<file path="config.mk">
export PLATFORM = sky130hd
export DESIGN_NAME = hybrid_quicksort_insertion_core
export DESIGN_NICKNAME = d
export VERILOG_FILES = /design/src/hdl/hqi_pkg.sv /design/src/hdl/hqi_compare.sv /design/src/hdl/hybrid_quicksort_insertion_core.sv
export SDC_FILE = /design/constraint.sdc
export NUM_CORES = 2
export LEC_CHECK = 0
export ABC_AREA = 0
export BUFFER_PORTS_ARGS = -buffer_cell sky130_fd_sc_hd__buf_2
export CAP_MARGIN = 30
export CORE_MARGIN = 2
export CORE_UTILIZATION = 28
export DETAILED_ROUTE_END_ITERATION = 10
export SLEW_MARGIN = 20
export SYNTH_ARGS = -nofsm -noshare
export SYNTH_HDL_FRONTEND = slang
export SYNTH_SLANG_ARGS = --single-unit
</file>
<file path="constraint.sdc">
create_clock -name clock -period 7.1 [get_ports clock]
set_clock_uncertainty 0.05 [all_clocks]
set_input_delay 1.42 -clock clock [delete_from_list [all_inputs] [get_ports clock]]
set_output_delay 1.42 -clock clock [all_outputs]
set_load 0.02 [all_outputs]
</file>
<file path="src/hdl/hqi_pkg.sv">
// Shared types and constants of the hybrid sort core.
package hqi_pkg;
   localparam int unsigned DATA_W   = 32;
   localparam int unsigned CUTOFF_W = 7;
   localparam logic [CUTOFF_W-1:0] CUTOFF_RESET = 7'd7;

   // Operation codes for the shared compare unit.
   typedef enum logic [0:0] {
      CMP_LT = 1'b0,
      CMP_GE = 1'b1
   } cmp_op_type;

   typedef struct packed {
      logic       start;
      cmp_op_type op;
   } cmp_ctl_type;
endpackage

</file>
<file path="src/hdl/hqi_compare.sv">
// Shared signed comparator, registered result.
module hqi_compare import hqi_pkg::*; (
   input  logic              clock,
   input  cmp_ctl_type       ctl,
   input  logic [DATA_W-1:0] a,
   input  logic [DATA_W-1:0] b,
   output logic              result
);
   logic result_ff;
   logic result_in;

   always_comb begin
      case (ctl.op)
         CMP_LT:  result_in = $signed(a) < $signed(b);
         CMP_GE:  result_in = !($signed(a) < $signed(b));
         default: result_in = 1'b0;
      endcase
   end

   always_ff @(posedge clock) begin
      if (ctl.start) begin
         result_ff <= result_in;
      end
   end

   assign result = result_ff;
endmodule

</file>
<file path="src/hdl/hybrid_quicksort_insertion_core.sv">
// Top level of the hybrid quicksort / insertion sort core.
// Usage:
// Elements enter on the req_ channel (req_value, req_last_item) with valid/ready.
// Loading takes one cycle per transfer. A transfer with req_last_item set
// starts the sort of all held elements (at most MAX_ELEMENTS, extras are
// dropped). The sort is Lomuto quicksort with last-element pivot and an
// explicit range stack; ranges no longer than the cutoff register are
// finished by insertion sort. Every comparison goes through one shared
// comparator with a registered result, and every element read goes
// through one memory read port. Each result is read out of the memory
// in the states ST_OUT_RD, ST_OUT_W and ST_OUT. Results leave on the
// rsp_ channel one per transfer, the last one marked with rsp_last_of_run.
// A stalled receiver holds the output register and the core simply waits;
// req_ready stays low from the final load until the last result has
// entered the output register. Reset clears the counts and returns the
// cutoff to 7. The element memory and the stack need no clearing pass.
module hybrid_quicksort_insertion_core import hqi_pkg::*; #(
   parameter int unsigned MAX_ELEMENTS = 64
) (
   input  logic                clock,
   input  logic                reset,
   input  logic                req_valid,
   output logic                req_ready,
   input  logic signed [31:0]  req_value,
   input  logic                req_last_item,
   output logic                rsp_valid,
   input  logic                rsp_ready,
   output logic signed [31:0]  rsp_sorted_value,
   output logic                rsp_last_of_run,
   input  logic                csr_write_enable,
   input  logic [CUTOFF_W-1:0] csr_write_data
);
   localparam int unsigned AW = (MAX_ELEMENTS > 1) ? $clog2(MAX_ELEMENTS) : 1;
   localparam int unsigned CW = $clog2(MAX_ELEMENTS + 1);
   localparam logic [CW-1:0] MAX_CNT = CW'(MAX_ELEMENTS);

   typedef enum logic [4:0] {
      ST_LOAD, ST_POP, ST_POP_W, ST_RANGE,
      ST_IS_OUTER, ST_IS_RD, ST_IS_RDW, ST_IS_CMP, ST_IS_DEC,
      ST_PT_PIV, ST_PT_PIVW, ST_PT_RD, ST_PT_RDW, ST_PT_CMP, ST_PT_CMPW, ST_PT_SW1,
      ST_PT_FIN1, ST_PT_FIN2, ST_PT_PUSH,
      ST_SW_A, ST_SW_B,
      ST_OUT_RD, ST_OUT_W, ST_OUT
   } state_type;

   logic [DATA_W-1:0] mem [MAX_ELEMENTS];
   logic [2*AW-1:0]   stk [MAX_ELEMENTS];

   state_type     state_ff, state_in, ret_ff, ret_in;
   logic [CW-1:0] count_ff, count_in;
   logic [CW-1:0] sp_ff, sp_in;
   logic [CUTOFF_W-1:0] cutoff_ff;
   logic [AW-1:0] lo_ff, lo_in, hi_ff, hi_in, i_ff, i_in, j_ff, j_in, st_ff, st_in;
   logic [DATA_W-1:0] a_ff, a_in, b_ff, b_in, piv_ff, piv_in;
   logic          valid_ff, valid_in, lastf_ff, lastf_in;
   logic [DATA_W-1:0] odata_ff, odata_in;
   logic [AW-1:0] raddr;
   logic [DATA_W-1:0] rdata_ff;
   logic          we;
   logic [AW-1:0] waddr;
   logic [DATA_W-1:0] wdata;
   logic          spush;
   logic [2*AW-1:0] sdata;
   logic [2*AW-1:0] stop_ff;
   cmp_ctl_type   cctl;
   logic [DATA_W-1:0] ca, cb;
   logic          cres;
   logic [AW:0]   rlen;

   hqi_compare u_cmp (.clock(clock), .ctl(cctl), .a(ca), .b(cb), .result(cres));

   always_ff @(posedge clock) begin
      if (we) begin
         mem[waddr] <= wdata;
      end
      rdata_ff <= mem[raddr];
      if (spush) begin
         stk[sp_ff[AW-1:0]] <= sdata;
      end
      stop_ff <= stk[sp_in[AW-1:0] - AW'(0)];
   end

   assign rlen = {1'b0, hi_ff} - {1'b0, lo_ff} + (AW+1)'(1);

   always_comb begin
      state_in = state_ff; ret_in = ret_ff;
      count_in = count_ff; sp_in = sp_ff;
      lo_in = lo_ff; hi_in = hi_ff; i_in = i_ff; j_in = j_ff; st_in = st_ff;
      a_in = a_ff; b_in = b_ff; piv_in = piv_ff;
      valid_in = valid_ff; lastf_in = lastf_ff; odata_in = odata_ff;
      raddr = '0; we = 1'b0; waddr = '0; wdata = '0;
      spush = 1'b0; sdata = '0;
      cctl.start = 1'b0; cctl.op = CMP_LT; ca = a_ff; cb = b_ff;
      if (rsp_valid && rsp_ready) begin
         valid_in = 1'b0;
      end
      case (state_ff)
         ST_LOAD: begin
            if (req_valid) begin
               if (count_ff < MAX_CNT) begin
                  we = 1'b1; waddr = count_ff[AW-1:0]; wdata = req_value;
                  count_in = count_ff + CW'(1);
               end
               if (req_last_item) begin
                  if (count_in < CW'(2)) begin
                     i_in = '0; state_in = (count_in == '0) ? ST_LOAD : ST_OUT_RD;
                     if (count_in == '0) count_in = '0;
                  end else begin
                     spush = 1'b1; sdata = {AW'(0), AW'(count_in - CW'(1))};
                     sp_in = CW'(1); state_in = ST_POP_W;
                  end
               end
            end
         end
         ST_POP_W: begin
            state_in = ST_POP;
         end
         ST_POP: begin
            if (sp_ff == '0) begin
               i_in = '0; state_in = ST_OUT_RD;
            end else begin
               sp_in = sp_ff - CW'(1); state_in = ST_RANGE;
            end
         end
         ST_RANGE: begin
            // The stack read of the new top settled during the pop cycle.
            lo_in = stop_ff[2*AW-1:AW]; hi_in = stop_ff[AW-1:0];
            state_in = ST_IS_OUTER; ret_in = ST_PT_PIV;
            i_in = stop_ff[2*AW-1:AW] + AW'(1);
            ret_in = ST_PT_PIV;
            state_in = ST_PT_FIN2; // decide in a cycle with lo/hi registered
         end
         ST_PT_FIN2: begin
            if ({1'b0, rlen} <= (AW+2)'(cutoff_ff) || cutoff_ff > CUTOFF_W'(MAX_ELEMENTS)) begin
               i_in = lo_ff + AW'(1); state_in = ST_IS_OUTER;
            end else begin
               state_in = ST_PT_PIV;
            end
         end
         ST_IS_OUTER: begin
            if ({1'b0, i_ff} > {1'b0, hi_ff} || i_ff == '0) begin
               state_in = ST_POP_W;
            end else begin
               j_in = i_ff; state_in = ST_IS_RD;
            end
         end
         ST_IS_RD: begin
            if (j_ff == lo_ff) begin
               i_in = i_ff + AW'(1); state_in = (i_ff == hi_ff) ? ST_POP_W : ST_IS_OUTER;
            end else begin
               raddr = j_ff; state_in = ST_IS_RDW;
            end
         end
         ST_IS_RDW: begin
            b_in = rdata_ff; raddr = j_ff - AW'(1); state_in = ST_IS_CMP;
         end
         ST_IS_CMP: begin
            a_in = rdata_ff;
            cctl.start = 1'b1; ca = b_ff; cb = rdata_ff;
            state_in = ST_IS_DEC;
         end
         ST_IS_DEC: begin
            if (cres) begin
               we = 1'b1; waddr = j_ff; wdata = a_ff;
               state_in = ST_SW_A;
               ret_in = ST_IS_RD;
            end else begin
               i_in = i_ff + AW'(1); state_in = (i_ff == hi_ff) ? ST_POP_W : ST_IS_OUTER;
            end
         end
         ST_SW_A: begin
            // Second half of the insertion swap: element b moves down one.
            we = 1'b1; waddr = j_ff - AW'(1); wdata = b_ff;
            j_in = j_ff - AW'(1); state_in = ret_ff;
         end
         ST_PT_PIV: begin
            raddr = hi_ff; state_in = ST_PT_PIVW;
         end
         ST_PT_PIVW: begin
            piv_in = rdata_ff; i_in = lo_ff; st_in = lo_ff; state_in = ST_PT_RD;
         end
         ST_PT_RD: begin
            if (i_ff == hi_ff) begin
               raddr = st_ff; state_in = ST_PT_FIN1;
            end else begin
               raddr = i_ff; state_in = ST_PT_RDW;
            end
         end
         ST_PT_RDW: begin
            a_in = rdata_ff; cctl.start = 1'b1; ca = rdata_ff; cb = piv_ff;
            raddr = st_ff; state_in = ST_PT_CMP;
         end
         ST_PT_CMP: begin
            b_in = rdata_ff; state_in = ST_PT_CMPW;
         end
         ST_PT_CMPW: begin
            if (cres) begin
               if (i_ff != st_ff) begin
                  we = 1'b1; waddr = st_ff; wdata = a_ff; state_in = ST_PT_SW1;
               end else begin
                  st_in = st_ff + AW'(1); i_in = i_ff + AW'(1); state_in = ST_PT_RD;
               end
            end else begin
               i_in = i_ff + AW'(1); state_in = ST_PT_RD;
            end
         end
         ST_PT_SW1: begin
            we = 1'b1; waddr = i_ff; wdata = b_ff;
            st_in = st_ff + AW'(1); i_in = i_ff + AW'(1); state_in = ST_PT_RD;
         end
         ST_PT_FIN1: begin
            // Keep the split point on the read port so its word is still there.
            raddr = st_ff;
            state_in = ST_SW_B;
         end
         ST_SW_B: begin
            // The displaced element goes to hi; the pivot goes to the split point in ST_PT_PUSH.
            we = 1'b1; waddr = hi_ff; wdata = rdata_ff; b_in = rdata_ff;
            state_in = ST_PT_PUSH; j_in = '0;
         end
         ST_PT_PUSH: begin
            if (j_ff == '0) begin
               we = 1'b1; waddr = st_ff; wdata = piv_ff; j_in = AW'(1);
               if ({1'b0, st_ff} > {1'b0, lo_ff} + (AW+1)'(1)) begin
                  spush = 1'b1; sdata = {lo_ff, st_ff - AW'(1)}; sp_in = sp_ff + CW'(1);
               end
            end else begin
               if ({1'b0, st_ff} + (AW+1)'(1) < {1'b0, hi_ff}) begin
                  spush = 1'b1; sdata = {st_ff + AW'(1), hi_ff}; sp_in = sp_ff + CW'(1);
               end
               state_in = ST_POP_W;
            end
         end
         ST_OUT_RD: begin
            raddr = i_ff; state_in = ST_OUT_W;
         end
         ST_OUT_W: begin
            raddr = i_ff; state_in = ST_OUT;
         end
         ST_OUT: begin
            raddr = i_ff;
            if (!valid_ff || rsp_ready) begin
               valid_in = 1'b1; odata_in = rdata_ff;
               lastf_in = ({1'b0, i_ff} + CW'(1)) == count_ff;
               if (({1'b0, i_ff} + CW'(1)) == count_ff) begin
                  count_in = '0; sp_in = '0; state_in = ST_LOAD;
               end else begin
                  i_in = i_ff + AW'(1); state_in = ST_OUT_RD;
               end
            end
         end
         default: state_in = ST_LOAD;
      endcase
   end

   always_ff @(posedge clock) begin
      if (reset) begin
         state_ff <= ST_LOAD; ret_ff <= ST_IS_RD;
         count_ff <= '0; sp_ff <= '0; valid_ff <= 1'b0;
         cutoff_ff <= CUTOFF_RESET;
      end else begin
         state_ff <= state_in; ret_ff <= ret_in;
         count_ff <= count_in; sp_ff <= sp_in; valid_ff <= valid_in;
         if (csr_write_enable) begin
            cutoff_ff <= csr_write_data;
         end
      end
      lo_ff <= lo_in; hi_ff <= hi_in; i_ff <= i_in; j_ff <= j_in; st_ff <= st_in;
      a_ff <= a_in; b_ff <= b_in; piv_ff <= piv_in;
      lastf_ff <= lastf_in; odata_ff <= odata_in;
   end

   assign req_ready        = (state_ff == ST_LOAD);
   assign rsp_valid        = valid_ff;
   assign rsp_sorted_value = odata_ff;
   assign rsp_last_of_run  = lastf_ff;
endmodule

</file>
==> run summary <==
Total CTS buffers - 318
Min-delay worst type - flop to flop
Max-cap check violation count - 0
Vias per cell - 5.25
Asr flop ratio synth - 0%
Largest net degree at the start of global routing - 146
Sequential-to-total area share from yosys stat - 74.6%
Final Max Slew Viols - 0
Switching share of power - 28.5%
# rows - 242
DIE AREA - 440000 um2
Final hold violation count - 0
Crit end category - flop
Post-route antenna net violation count - 0
Die Ht - 664 um
Slowest cell on crit path - or4_1
Initial drt markers - 8567
Final wirelength - 346000 um
Worst-margin pin slew - 1010 ps
Core area - 434000 um2
Most used cell, CP - ha_1
Yosys top cell by area - edfxtp_1
Wirelength per Cell - 26.2 um
Internal power - 0.0337 W
Tmin final - 6020 ps
Fill count - 41002
Post-route cell area - 142000 um2
Vias - 69169
Clock-pin slew on the worst setup and hold paths - 60 ps
Synth Register Bits - 3049
NumNets Final - 7328
DP Area - 132000 um2
Maximum VDD drop - 0.000213 V
Total Routing Usage GR - 15.1%
Final worst slack - 1080 ps
Syn Area/Cell - 17.7 um2
TritonRoute pass-1 iters - 6
Area Growth Syn to Fin - 16.8%
Ys flop type - edfxtp_1
WP buf/inv - 1
Fin crit share - 84.7%
Startpoint types - flop
Initial Utilization - 28.1%
Clock Tree Root - clkbuf_16
CP max stage delay - 960 ps
Top cells by area, synth - edfxtp_1 (73%), mux4_2 (9.5%), nand2_1 (2.0%)
Vias in the first global route - 68605
Mapped Area - 122000 um2
Required time of the critical path - 7810 ps
Sink Count - 3049
Slew HR - 32.1%
Final setup fails - 0
Flop pwr share - 45.8%
Unrepaired setup endpoints after global routing - false
Crit path DAT - 6720 ps
DP HPWL - 206000 um
Netlist cell types - 85
Commonest non-fill, non-tap cell in the layout - edfxtp_1
Clk buf depth - 4
Post-Syn Instances - 6893
Placed Cells - 12615
Clock share of power - 34.8%
Post-CTS setup buffers - 0
Delay-heaviest family, CP - compound AO/OA/AOI/OAI gates
Cts repair resizes - 0
Status - finished, final reports clean
Synthesized Nets - 7017
Layout cell share with drive strength beyond 1 - 21.5%
Initial antenna violation count - 15
Post-synth top area share - 73.4%
Non-filler cells, final - 13187
Highest-count cells in the layout ignoring fill and taps - edfxtp_1 (2976), nand2_1 (637), mux4_2 (512)
Number of synthesized flops with an enable pin - 2976
IO Pins - 80
CP Cell Sequence - ha_1, xnor2_1, inv_1, ha_1, a21o_1, a31oi_1, o211ai_1, or2_1, a311o_1, o21ai_4, nand2_1, or4_1, a221oi_1, nor3_1, nand4_1
CTS tree - done
WS Path Type - flop to flop
CP Max Fanout - 19
GPL Wtd Cong - 0.849
PD cells - 332 nW/um2
IO Port Bufs - 79
Die Width - 664 um
Logic gate share of total power - 19.3%
Worst skew pair latency - 870 ps
Remaining DRCs - 0
CTS Hold Bufs - 0
H-tree levels - 5
Achievable Freq - 166 MHz
Setup_tns - 0 ps
Switching power - 0.0134 W
First-pass GRT wire length - 496000 um
GRT Residual Overflow - 0
DP Worst Slack - 1160 ps
YS warnings - 0
Hold WS - 443 ps
Leak - 44.2 nW
-- metal layers --
metal | up-vias | wire (um) | track usage (%)
met5 | - | 46 | 0
met4 | 6 | 14300 | 5.80
met3 | 634 | 24200 | 2.22
met2 | 3239 | 171000 | 25.6
met1 | 36462 | 137000 | 19.6
li1 | 28828 | - | -
-- registers in the layout, indices dropped and copies added (netlist names), 12 cells and up --
signal,count
mem,2048
b_ff,32
stop_ff,12
piv_ff,32
rsp_sorted_value,32
rdata_ff,32
stk,768
a_ff,32
-- cells by family after synthesis --
logic type	count (synthesis)	share of synthesized area (%)
AND/OR/NAND/NOR	1341	4.91
buffers and inverters	526	1.84
XOR/XNOR	53	0.381
multiplexers	605	10.2
adder cells (fa/ha/maj)	79	0.818
flip-flops	3049	74.6
AO/OA/AOI/OAI	1240	7.25
-- metrics by stage --
step / total power [W] / utilization (%)
final: 0.0472 / 32.8
after global routing: 0.0486 / 32.8
after CTS: 0.0474 / 32.8
after detailed placement: 0.0311 / 30.4
after global placement: 0.0309 / 30.3
after floorplan: 0.0272 / -
-- worst min-delay path, delay by kind of cell (launching register included) --
kind | cells | cell delay, ps
flip-flops | 1 | 320
AO/OA/AOI/OAI | 2 | 130
-- synth_stat cells, types with 20 or more instances --
cell type  number
inv_1          53
nand2_1       637
a21o_1         20
a31oi_1        41
a22o_1         48
edfxtp_1     2976
nand2b_1       23
nand3_1       217
nor2_1        240
a222oi_1       32
nor3_1         36
mux4_2        512
a21oi_1       243
mux2i_1        92
a32o_1         96
buf_2         173
ha_1           78
clkbuf_1      272
o21ai_0       219
nor4_1         20
xnor2_1        29
nor2b_1        21
a221oi_1       30
nand4_1        74
dfxtp_1        73
a32oi_1       157
o22ai_1        61
a22oi_1       200
xor2_1         24
-- power by group through the flow --
stage / clock network, W / registers (W) / logic [W]
floorplan: 0 / 0.0218 / 0.00544
global placement: 0 / 0.0220 / 0.00892
detailed placement: 0 / 0.0220 / 0.00911
CTS: 0.0166 / 0.0216 / 0.00914
global route: 0.0173 / 0.0216 / 0.00966
finish: 0.0164 / 0.0216 / 0.00912
-- cell type report --
type	count	area, um2	area share (%)
sequential	3049	90800	63.9
multi-input combinational	3318	29800	21.0
clock buffer	410	8570	6.02
tap	5734	7170	5.04
timing repair buffer	464	4030	2.84
clock inverter	150	1590	1.12
inverter	53	199	0.140
antenna	9	22.5	0.0158
-- final timing paths --
check / cells past startpoint / start / slack, ps / to
setup / recovery: 15 / st_ff[1] / 1080 / stop_ff[4]
hold / removal: 2 / sp_ff[6] / 440 / sp_ff[6]
setup reg to reg: 15 / st_ff[1] / 1080 / stop_ff[4]
hold reg to reg: 2 / sp_ff[6] / 440 / sp_ff[6]
Note: power is estimated with default switching activity, not from simulation.
